File: src/hdl/fcfs_pkg.sv
// Shared types, constants and lookup functions for the firing sequencer.
package fcfs_pkg;

    localparam int CHANNELS = 15;

    localparam logic [7:0] FIRE_TIME_RST = 8'd50;
    localparam logic [3:0] STEP_RST      = 4'd1;
    localparam logic [3:0] SEL_MANUAL    = 4'd8;
    localparam logic [3:0] SEL_FIRST     = 4'd1;
    localparam logic [3:0] CH_LAST_STEP  = 4'd14;
    localparam logic [3:0] CH_TOP        = 4'd15;
    localparam logic [3:0] CH_FIRST      = 4'd1;

    localparam int PADDR_W = 3;

    // Register index, taken from paddr[2]
    localparam logic REG_FIRE_TIME = 1'b0;
    localparam logic REG_TEST_MODE = 1'b1;

    typedef enum logic [1:0] {
        PH_IDLE = 2'd0,
        PH_FIRE = 2'd1,
        PH_GAP  = 2'd2
    } t_phase;

    typedef struct packed {
        logic       command;
        logic [2:0] mode_pins;
    } t_in_word;

    typedef struct packed {
        logic [14:0] channel_drive;
        logic        busy_res;
        logic        sequence_done;
    } t_out_word;

    // Channel number 1..15 to its drive bit; zero and channels above CHANNELS drive nothing
    function automatic logic [14:0] one_hot(input logic [3:0] ch);
        logic [15:0] mask;
        logic [14:0] res;
        mask = (16'(1) << CHANNELS) - 16'(1);
        if (ch == 4'd0) begin
            res = '0;
        end else begin
            res = (15'(1) << (ch - 4'd1)) & mask[14:0];
        end
        return res;
    endfunction

    // Switch levels to mode selection (1..7 periods, 8 manual)
    function automatic logic [3:0] pins_to_sel(input logic [2:0] pins);
        logic [3:0] sel;
        case (pins)
            3'b000:  sel = 4'd1;
            3'b001:  sel = 4'd3;
            3'b010:  sel = 4'd6;
            3'b011:  sel = 4'd2;
            3'b100:  sel = 4'd5;
            3'b101:  sel = 4'd7;
            3'b110:  sel = 4'd4;
            default: sel = 4'd8;
        endcase
        return sel;
    endfunction

    function automatic logic [7:0] sel_period(input logic [3:0] sel);
        logic [7:0] p;
        case (sel)
            4'd1:    p = 8'd50;
            4'd2:    p = 8'd75;
            4'd3:    p = 8'd100;
            4'd4:    p = 8'd125;
            4'd5:    p = 8'd150;
            4'd6:    p = 8'd175;
            4'd7:    p = 8'd200;
            default: p = 8'd0;
        endcase
        return p;
    endfunction

    // Gap must be a multiple of 25 no larger than 150
    function automatic logic gap_ok(input logic [7:0] gap);
        logic ok;
        case (gap)
            8'd0, 8'd25, 8'd50, 8'd75, 8'd100, 8'd125, 8'd150: ok = 1'b1;
            default: ok = 1'b0;
        endcase
        return ok;
    endfunction

endpackage

File: src/hdl/fifteen_channel_firing_sequencer_top.sv
// Fifteen-channel firing sequencer: tick/start words in, channel drive words out.
//
//  channel | direction | handshake                   | word
//  --------+-----------+-----------------------------+-------------------------
//  in      | to block  | i_in_valid / o_in_stall     | i_in_word  (t_in_word)
//  out     | from block| o_out_valid / i_out_stall   | o_out_word (t_out_word)
//  cfg     | to block  | APB psel/penable/pwrite     | pwdata / prdata
//
// One word is taken per cycle unless o_in_stall is high; its result is registered
// in the output register or skid, on the same edge as the sequencing state.
// A two-entry output stage (output register plus skid) lets the input run while the output
// is stalled; o_in_stall rises only when both entries are full.
// Synchronous active-low reset: fire_time 50, test_mode 0, step count 1, all channels off.
module fifteen_channel_firing_sequencer_top (
    input  logic                          i_clk,
    input  logic                          i_rst_n,
    input  logic                          i_in_valid,
    output logic                          o_in_stall,
    input  fcfs_pkg::t_in_word            i_in_word,
    output logic                          o_out_valid,
    input  logic                          i_out_stall,
    output fcfs_pkg::t_out_word           o_out_word,
    input  logic                          psel,
    input  logic                          penable,
    input  logic                          pwrite,
    input  logic [fcfs_pkg::PADDR_W-1:0]  paddr,
    input  logic [31:0]                   pwdata,
    output logic [31:0]                   prdata,
    output logic                          pready
);

    logic [7:0]       r_fire_time;
    logic [3:0]       r_test_mode;
    logic [3:0]       r_step;
    logic [3:0]       r_idx;
    fcfs_pkg::t_phase r_phase;
    logic [7:0]       r_tc;
    logic [7:0]       r_gap;
    logic [14:0]      r_latch;

    logic [3:0]       n_step;
    logic [3:0]       n_idx;
    fcfs_pkg::t_phase n_phase;
    logic [7:0]       n_tc;
    logic [7:0]       n_gap;
    logic [14:0]      n_latch;
    logic             n_done;

    fcfs_pkg::t_out_word r_out;
    fcfs_pkg::t_out_word r_skid;
    logic                r_out_vld;
    logic                r_skid_vld;
    fcfs_pkg::t_out_word res_word;

    logic in_acc;
    logic out_take;
    logic cfg_wr;

    assign pready   = 1'b1;
    assign cfg_wr   = psel && penable && pwrite && pready;
    assign in_acc   = i_in_valid && !r_skid_vld;
    assign out_take = r_out_vld && !i_out_stall;

    assign o_in_stall  = r_skid_vld;
    assign o_out_valid = r_out_vld;
    assign o_out_word  = r_out;

    // Configuration registers
    always_ff @(posedge i_clk) begin
        if (!i_rst_n) begin
            r_fire_time <= fcfs_pkg::FIRE_TIME_RST;
            r_test_mode <= '0;
        end else if (cfg_wr) begin
            unique case (paddr[2])
                fcfs_pkg::REG_FIRE_TIME: r_fire_time <= pwdata[7:0];
                fcfs_pkg::REG_TEST_MODE: r_test_mode <= pwdata[3:0];
            endcase
        end
    end

    always_comb begin
        unique case (paddr[2])
            fcfs_pkg::REG_FIRE_TIME: prdata = {24'd0, r_fire_time};
            fcfs_pkg::REG_TEST_MODE: prdata = {28'd0, r_test_mode};
        endcase
    end

    // Next state: start handling, tick countdown, then pass zero-length phases.
    // At most three phase changes can chain in one word; a zero fire time with a zero
    // gap ends the rest of the sequence at once.
    always_comb begin : next_state
        logic [3:0] sel;
        logic       run_settle;
        n_step     = r_step;
        n_idx      = r_idx;
        n_phase    = r_phase;
        n_tc       = r_tc;
        n_gap      = r_gap;
        n_latch    = r_latch;
        n_done     = 1'b0;
        run_settle = 1'b0;
        sel = (r_test_mode != 4'd0) ? r_test_mode : fcfs_pkg::pins_to_sel(i_in_word.mode_pins);
        if (i_in_word.command) begin
            if (sel >= fcfs_pkg::SEL_FIRST && sel <= fcfs_pkg::SEL_MANUAL) begin
                n_phase = fcfs_pkg::PH_IDLE;
                n_idx   = '0;
                n_tc    = '0;
                n_latch = '0;
                if (sel == fcfs_pkg::SEL_MANUAL) begin
                    if (r_step >= fcfs_pkg::CH_LAST_STEP) begin
                        n_step  = '0;
                        n_latch = fcfs_pkg::one_hot(fcfs_pkg::CH_TOP);
                    end else begin
                        n_step  = r_step + 4'd1;
                        n_latch = fcfs_pkg::one_hot(r_step + 4'd1);
                    end
                end else begin
                    n_step = '0;
                    n_gap  = fcfs_pkg::sel_period(sel) - r_fire_time;
                    if (fcfs_pkg::gap_ok(n_gap)) begin
                        n_latch    = fcfs_pkg::one_hot(fcfs_pkg::CH_FIRST);
                        n_phase    = fcfs_pkg::PH_FIRE;
                        n_tc       = r_fire_time;
                        run_settle = 1'b1;
                    end
                end
            end
        end else if (r_phase == fcfs_pkg::PH_FIRE || r_phase == fcfs_pkg::PH_GAP) begin
            if (n_tc != 8'd0) begin
                n_tc = n_tc - 8'd1;
            end
            run_settle = 1'b1;
        end
        if (run_settle) begin
            for (int k = 0; k < 3; k++) begin
                if (n_phase == fcfs_pkg::PH_FIRE && n_tc == 8'd0) begin
                    n_latch = '0;
                    n_phase = fcfs_pkg::PH_GAP;
                    n_tc    = n_gap;
                end else if (n_phase == fcfs_pkg::PH_GAP && n_tc == 8'd0) begin
                    if (n_idx >= 4'(fcfs_pkg::CHANNELS - 1)) begin
                        n_phase = fcfs_pkg::PH_IDLE;
                        n_idx   = '0;
                        n_done  = 1'b1;
                    end else if (r_fire_time == 8'd0 && n_gap == 8'd0) begin
                        // every remaining channel passes with no tick spent
                        n_latch = '0;
                        n_phase = fcfs_pkg::PH_IDLE;
                        n_idx   = '0;
                        n_done  = 1'b1;
                    end else begin
                        n_idx   = n_idx + 4'd1;
                        n_latch = fcfs_pkg::one_hot(n_idx + 4'd1);
                        n_phase = fcfs_pkg::PH_FIRE;
                        n_tc    = r_fire_time;
                    end
                end
            end
        end
    end

    // Result word from the next state
    always_comb begin : outputs
        res_word.channel_drive = n_latch;
        res_word.busy_res      = (n_phase == fcfs_pkg::PH_FIRE) ||
                                 (n_phase == fcfs_pkg::PH_GAP);
        res_word.sequence_done = n_done;
    end

    always_ff @(posedge i_clk) begin
        if (!i_rst_n) begin
            r_step  <= fcfs_pkg::STEP_RST;
            r_idx   <= '0;
            r_phase <= fcfs_pkg::PH_IDLE;
            r_tc    <= '0;
            r_gap   <= '0;
            r_latch <= '0;
        end else if (in_acc) begin
            r_step  <= n_step;
            r_idx   <= n_idx;
            r_phase <= n_phase;
            r_tc    <= n_tc;
            r_gap   <= n_gap;
            r_latch <= n_latch;
        end
    end

    // Output register and skid: drain skid first, park the new word there if output is held
    always_ff @(posedge i_clk) begin
        if (!i_rst_n) begin
            r_out_vld  <= 1'b0;
            r_skid_vld <= 1'b0;
        end else if (r_skid_vld && out_take) begin
            r_skid_vld <= 1'b0;
        end else if (in_acc) begin
            if (!r_out_vld || out_take) begin
                r_out_vld <= 1'b1;
            end else begin
                r_skid_vld <= 1'b1;
            end
        end else if (out_take) begin
            r_out_vld <= 1'b0;
        end
    end

    always_ff @(posedge i_clk) begin
        if (r_skid_vld && out_take) begin
            r_out <= r_skid;
        end else if (in_acc) begin
            if (!r_out_vld || out_take) begin
                r_out <= res_word;
            end else begin
                r_skid <= res_word;
            end
        end
    end

    a_skid_needs_out: assert property (@(posedge i_clk) disable iff (!i_rst_n)
        r_skid_vld |-> r_out_vld)
        else $error("skid entry held without an output word");

    a_drive_onehot: assert property (@(posedge i_clk) disable iff (!i_rst_n)
        r_out_vld |-> $onehot0(r_out.channel_drive))
        else $error("more than one channel driven");

    a_done_not_busy: assert property (@(posedge i_clk) disable iff (!i_rst_n)
        (r_out_vld && r_out.sequence_done) |-> !r_out.busy_res)
        else $error("sequence done while still busy");

    a_active_counts: assert property (@(posedge i_clk) disable iff (!i_rst_n)
        (r_phase == fcfs_pkg::PH_FIRE || r_phase == fcfs_pkg::PH_GAP) |-> (r_tc != 8'd0))
        else $error("active phase left with zero ticks");

    a_idle_clear: assert property (@(posedge i_clk) disable iff (!i_rst_n)
        (r_phase == fcfs_pkg::PH_IDLE) |-> (r_tc == 8'd0 && r_idx == 4'd0))
        else $error("idle phase with stale counters");

endmodule

File: config.mk
export PLATFORM = sky130hd
export DESIGN_NAME = fifteen_channel_firing_sequencer_top
export DESIGN_NICKNAME = d
export VERILOG_FILES = /design/src/hdl/fcfs_pkg.sv /design/src/hdl/fifteen_channel_firing_sequencer_top.sv
export SDC_FILE = /design/constraint.sdc
export NUM_CORES = 1
export LEC_CHECK = 0
export BUFFER_PORTS_ARGS = -buffer_cell sky130_fd_sc_hd__buf_2
export CAP_MARGIN = 5
export CORE_MARGIN = 4
export CORE_UTILIZATION = 40
export DETAILED_ROUTE_END_ITERATION = 16
export PLACE_DENSITY_LB_ADDON = 0.15
export SYNTH_ARGS = -nofsm -noshare
export SYNTH_HDL_FRONTEND = slang
export SYNTH_SLANG_ARGS = --single-unit
File: constraint.sdc
create_clock -name i_clk -period 7.8 [get_ports i_clk]
set_input_delay 2.34 -clock i_clk [delete_from_list [all_inputs] [get_ports i_clk]]
set_output_delay 2.34 -clock i_clk [all_outputs]
set_load 0.01 [all_outputs]
# Word-level counts from Yosys, hierarchy flattened
# Cells that the tools add are included.
[op_classes]
addsub = 13
multipliers = 0
n_div = 0
n_lt_le_gt_ge = 6
eq_ne = 31
shifts = 4
n_mux = 117
bitwise_logic = 4
reduce_logical = 44
[ops]
columns = ["cell", "count"]
rows = [
  ["two-way mux 15 bit", 21],
  ["two-way mux 8 bit", 27],
  ["two-way mux 4 bit", 20],
  ["one-hot mux 32 bit (2 select lines)", 1],
  ["<< shifter 1 x 4 -> 15 bit, first input constant", 4],
  ["one-hot mux 8 bit (7 select lines)", 1],
  ["two-way mux 17 bit", 3],
  ["zero test 8 bit", 6],
  ["two-way mux 1 bit", 31],
  ["adder 4 x 1 -> 4 bit, second input constant", 7],
  ["one-hot mux 4 bit (7 select lines)", 1],
  ["== test 8 x 7 -> 1 bit, second input constant", 3],
  ["two-way mux 2 bit", 12],
  ["== test 4 x 3 -> 1 bit, second input constant", 4],
  ["greater-or-equal comparator 4 bit, second input constant", 4],
  ["zero test 4 bit", 4],
  ["subtractor 4 x 1 -> 4 bit, second input constant", 4],
  ["logical AND 1 bit", 13],
  ["== test 2 x 1 -> 1 bit, second input constant", 5],
  ["== test 2 bit, second input constant", 5],
  ["== test 3 bit, second input constant", 3],
  ["AND reduction 3 bit", 3],
  ["== test 4 x 2 -> 1 bit, second input constant", 2],
  ["== test 8 x 5 -> 1 bit, second input constant", 1],
  ["21 further kinds", 34],
]
[totals]
register_bits = 89
latchBits = 0
ram_bits = 0
mem_bits_ro = 0
output_inout_bits = 52
word_cells = 235
n_memories = 0

# Depth between registers and ports, before layout
[logic_depth]
depth_word = 43
mapped_depth = 27
ltp_nobuf = 25

# Least setup slack after synthesis
# OpenSTA, ideal clock, no wires.
[synth_path]
path_type = "input port to flip-flop"
startpoint = "input i_in_word[1] in the netlist's numbering"
endpoint = "register r_out, in the netlist o_out_word[10], data pin"
setup_ns = 0.152
t_arrival_ns = 7.587
slack_ns = 0.061
cell_stages = 23
path_buffers = 1
path_cell_list = "mux2i_1 a21oi_1 xnor2_1 nor2_1 fa_1 a211o_1 and4_1 nor3_2 nand2_1 a221oi_4 a21o_1 nor2_1 a21oi_1 inv_1 ha_1 a311oi_1 a21oi_1 a211o_1 or4_4 buf_6 a211oi_2 o21ai_1 a31oi_1"
[synth_between]
elab_chain_cells = 43
[synth_lines]
columns = ["item", "line", "source"]
rows = [
  ["from (decl)", "fifteen_channel_firing_sequencer_top.sv:19", "input fcfs_pkg::t_in_word i_in_word,"],
  ["== test 3 bit (tied with other cells)", "fcfs_pkg.sv:53", "case (pins)"],
  ["one-hot mux 4 bit (7 select lines) *", "fcfs_pkg.sv:53", ""],
  ["two-way mux 4 bit *", "fifteen_channel_firing_sequencer_top.sv:102", "sel = (r_test_mode != 4'd0) ? r_test_mode : fcfs_pkg::pins_to_sel(i_in_word.mode_pins);"],
  ["== test 4 x 3 -> 1 bit (tied with other cells)", "fcfs_pkg.sv:68", "case (sel)"],
  ["one-hot mux 8 bit (7 select lines)", "fcfs_pkg.sv:68", ""],
  ["two-way mux 8 bit", "fifteen_channel_firing_sequencer_top.sv:109", "if (sel == fcfs_pkg::SEL_MANUAL) begin"],
  ["two-way mux 8 bit", "fifteen_channel_firing_sequencer_top.sv:104", "if (sel >= fcfs_pkg::SEL_FIRST && sel <= fcfs_pkg::SEL_MANUAL) begin"],
  ["two-way mux 8 bit", "fifteen_channel_firing_sequencer_top.sv:103", "if (i_in_word.command) begin"],
  ["(+27 left out)", "--", ""],
  ["two-way mux 15 bit", "fifteen_channel_firing_sequencer_top.sv:145", "end else if (r_fire_time == 8'd0 && n_gap == 8'd0) begin"],
  ["two-way mux 15 bit", "fifteen_channel_firing_sequencer_top.sv:141", "if (n_idx >= 4'(fcfs_pkg::CHANNELS - 1)) begin"],
  ["two-way mux 15 bit", "fifteen_channel_firing_sequencer_top.sv:140", "end else if (n_phase == fcfs_pkg::PH_GAP && n_tc == 8'd0) begin"],
  ["two-way mux 15 bit", "fifteen_channel_firing_sequencer_top.sv:136", "if (n_phase == fcfs_pkg::PH_FIRE && n_tc == 8'd0) begin"],
  ["two-way mux 15 bit *", "fifteen_channel_firing_sequencer_top.sv:134", "if (run_settle) begin"],
  ["two-way mux 17 bit *", "fifteen_channel_firing_sequencer_top.sv:210", "if (!r_out_vld || out_take) begin"],
  ["two-way mux 17 bit *", "fifteen_channel_firing_sequencer_top.sv:209", "end else if (in_acc) begin"],
  ["two-way mux 17 bit *", "fifteen_channel_firing_sequencer_top.sv:207", "if (r_skid_vld && out_take) begin"],
  ["to (signal assigned)", "fifteen_channel_firing_sequencer_top.sv:208", "r_out <= r_skid;"],
  ["to (signal assigned)", "fifteen_channel_firing_sequencer_top.sv:211", "r_out <= res_word;"],
  ["to (decl)", "fifteen_channel_firing_sequencer_top.sv:49", "fcfs_pkg::t_out_word r_out;"],
]
# Every way passes the cells marked *; elsewhere a longest branch is shown, timed or not. The select of a mux whose other input is x is not followed.
# A chain may end at the register's enable or synchronous reset.

# Final worst setup path
[layout_path]
startpoint = "input i_in_word[1] in the netlist's numbering"
endpoint = "register r_out, in the netlist o_out_word[13], data pin"
# Same word-level chain as after synthesis.

==> impl_metrics.ini <==
[clock_network]
cts_hold_buf = 0
clock-sinks = 89
cts_max_level = 3
cts_tree = built
cts.clk_slew.worst_paths_ps = 70
cts-root-buf = clkbuf_16
clk_path_buf_depth = 2
clk_latency_ps = 360
numCtsBuffers = 9

[detailed_routing]
drtIter0Drc = 678
dr.pass1.iters = 5
wire_per_inst_um = 18.01
viasPerCell = 5.698
drc = 0
ant_nets = 0
num_vias = 7983
drt_wl_total_um = 25230

[run]
maxCapViolCount = 0

[global_route]
grt_max_degree = 42
grt_pass1_vias = 7283
grt_pass1_wl_um = 39810
track_usage = 0.2276
overflow = 0
antenna_found_initial = 0

[timing]
fin_hold_ws_ps = 471.0
fmax_mhz = 132.6
relSlewSlack = 0.3691
rsz0062_at_grt = yes
hold_violations = 0
min_period_ps = 7540
fin_crit_sh = 0.9667
tightest_slew_ps = 942.9
final-max-slew-violation-count = 0
finalSetupViolCount = 0
skew_ps = 10.95

[worst_setup_path]
critPathArrivalTime_ps = 7740
required_ps = 8000
path_class = primary input to flop
reg2reg_from = r_test_mode[0]
slowest_stage = or4_4
worstSetupStartpoint = i_in_word[1]
crit_path_max_incr_delay_ps = 630
endpoint_kind = flop
crit_family = simple AND/OR/NAND/NOR gates
crit_buf_inv = 3
rrSetupSlack_ps = 1530
critPathLaunchType = primary input
cp_max_fo = 8

[run_status]
status = finished, final reports clean

[min_path]
hp-class = flop to flop
hold_start = r_latch[0]

[yosys]
synth_flop_cell = dfxtp_1
yosysSeqAreaShare = 0.2737
ys_types = 103
postSynthCellCount = 1016
synth_top_cell_by_area = dfxtp_1
synth_top_area_frac = 0.1420
synth_edf_count = 34
netlist_top_cells_area = dfxtp_1, edfxtp_1, nand2_1
yosysWarnings = 0
synth-seq-cells = 89
synth_area_mm2 = 0.007752
avgSynthCellArea_um2 = 7.630
synth-async-reset-ratio = 0

[power]
vdd_ir_drop_max_mv = 0.1064
p_leak_uw = 0.003682
p_per_area_mw_per_mm2 = 172.7

[floorplanning]
top_level_ports = 98
die_h_um = 147.2
core-area_mm2 = 0.01889
die_w_um = 147.2
die_area_mm2 = 0.02167
row_count = 50
start_util = 0.4103

[layout]
antennaDiodeCount = 0
syn_to_final_growth_pct = 18.79
drive_above_1_share = 0.2121
finalInstanceArea_mm2 = 0.009209
fin_nets = 1214

[placement]
portBuffers = 46
dpl_cell_area_mm2 = 0.008843
place_congestion = 0.9669
dp_hpwl_um = 19670
cell usage in the layout (no fill, tap or decap), types with 7 or more instances in the layout:
master	instances
a21boi_0	15
a21oi_1	60
a22oi_1	18
a311oi_1	7
a31oi_1	21
and2_1	12
and3_1	9
buf_2	46
buf_4	113
clkbuf_16	9
conb_1	25
dfxtp_1	55
edfxtp_1	34
ha_1	31
inv_1	32
mux2i_1	11
nand2_1	131
nand2b_1	8
nand3_1	34
nor2_1	98
nor2b_1	20
nor3_1	34
nor3b_1	7
nor4_1	9
o211ai_1	7
o21ai_0	70
o21ai_1	32
o31ai_1	7
or2_2	9
or3_1	8
xnor2_1	8
xor2_1	8
worst min-delay path: stages, from the launching register on:
cell and delay (ps):
dfxtp_1 320, nand2_1 50, a31oi_1 60
routing by layer:
layer / track usage / vias up / part of all wire
li1: - / 3945 / -
met1: 0.3313 / 3691 / 0.48
met2: 0.3406 / 312 / 0.43
met3: 0.04503 / 35 / 0.075
met4: 0.06803 / 0 / 0.022
met5: 0 / - / 0
where the power goes:
group / total (uW) / internal, uW / switching [uW]
Sequential: 528 / 509 / 19.1
Clock: 448 / 227 / 221
Combinational: 614 / 251 / 363
Total: 1590 / 986 / 604
what timing repair did:
| action | 4_1_cts | 5_1_grt |
|---|---|---|
| setup endpoints to repair | 0 | 47 |
| setup buffers | 0 | 2 |
| resized for setup | 0 | 10 |
metrics by stage:
step	setup slack, ps	setup TNS, ps	power, uW	instances	utilization
global placement	-185.1	-2762	1129	1383	0.4681
CTS	171.6	0	1576	1399	0.4839
global route	-40.40	-67.22	1665	1401	0.4874
floorplan	61.25	0	908.7	1039	-
finish	260.1	0	1590	1401	0.4874
detailed placement	-186.6	-3104	1131	1383	0.4681
flip-flops by register name, indices dropped and copies added, names as in the netlist:
| register | cells |
|---|---|
| r_latch | 15 |
| o_out_word | 17 |
| o_out_valid | 1 |
| r_fire_time | 8 |
| r_step | 4 |
| r_tc | 8 |
| r_phase | 2 |
| r_test_mode | 4 |
| r_skid | 17 |
| r_gap | 8 |
| o_in_stall | 1 |
| r_idx | 4 |
final cells by class:
type,count,area [um2]
multi-input cells,845,5264
inverters,32,120.1
flip-flops and latches,89,2122
clock inverters,7,73.82
fillers,1961,9684
repair buffers,159,1079
clock buffers,9,225.2
well taps,260,325.3
path summary, 6_finish.rpt:
kind	end	cells after the start
max	o_out_word[13]	25
min	r_latch[0]	2
max reg2reg	o_out_word[13]	22
min reg2reg	r_latch[0]	2
kinds of logic after synthesis:
kind of cell / share of synthesized area
simple gates: 0.2708
fa+ha+maj: 0.05261
buf+inv: 0.06569
xor+xnor: 0.02018
compound gates: 0.2970
other cells: 0.0009687
flops: 0.2737
mux: 0.01904
Yosys cell counts (25+ instances only):
library cell / n
nand2_1: 132
nor3_1: 35
o21ai_1: 31
o21ai_0: 71
inv_1: 32
nor2_1: 99
clkbuf_1: 34
nand3_1: 34
a21oi_1: 61
dfxtp_1: 55
ha_1: 31
edfxtp_1: 34
buf_4: 25
(Power assumes the default switching activity.)
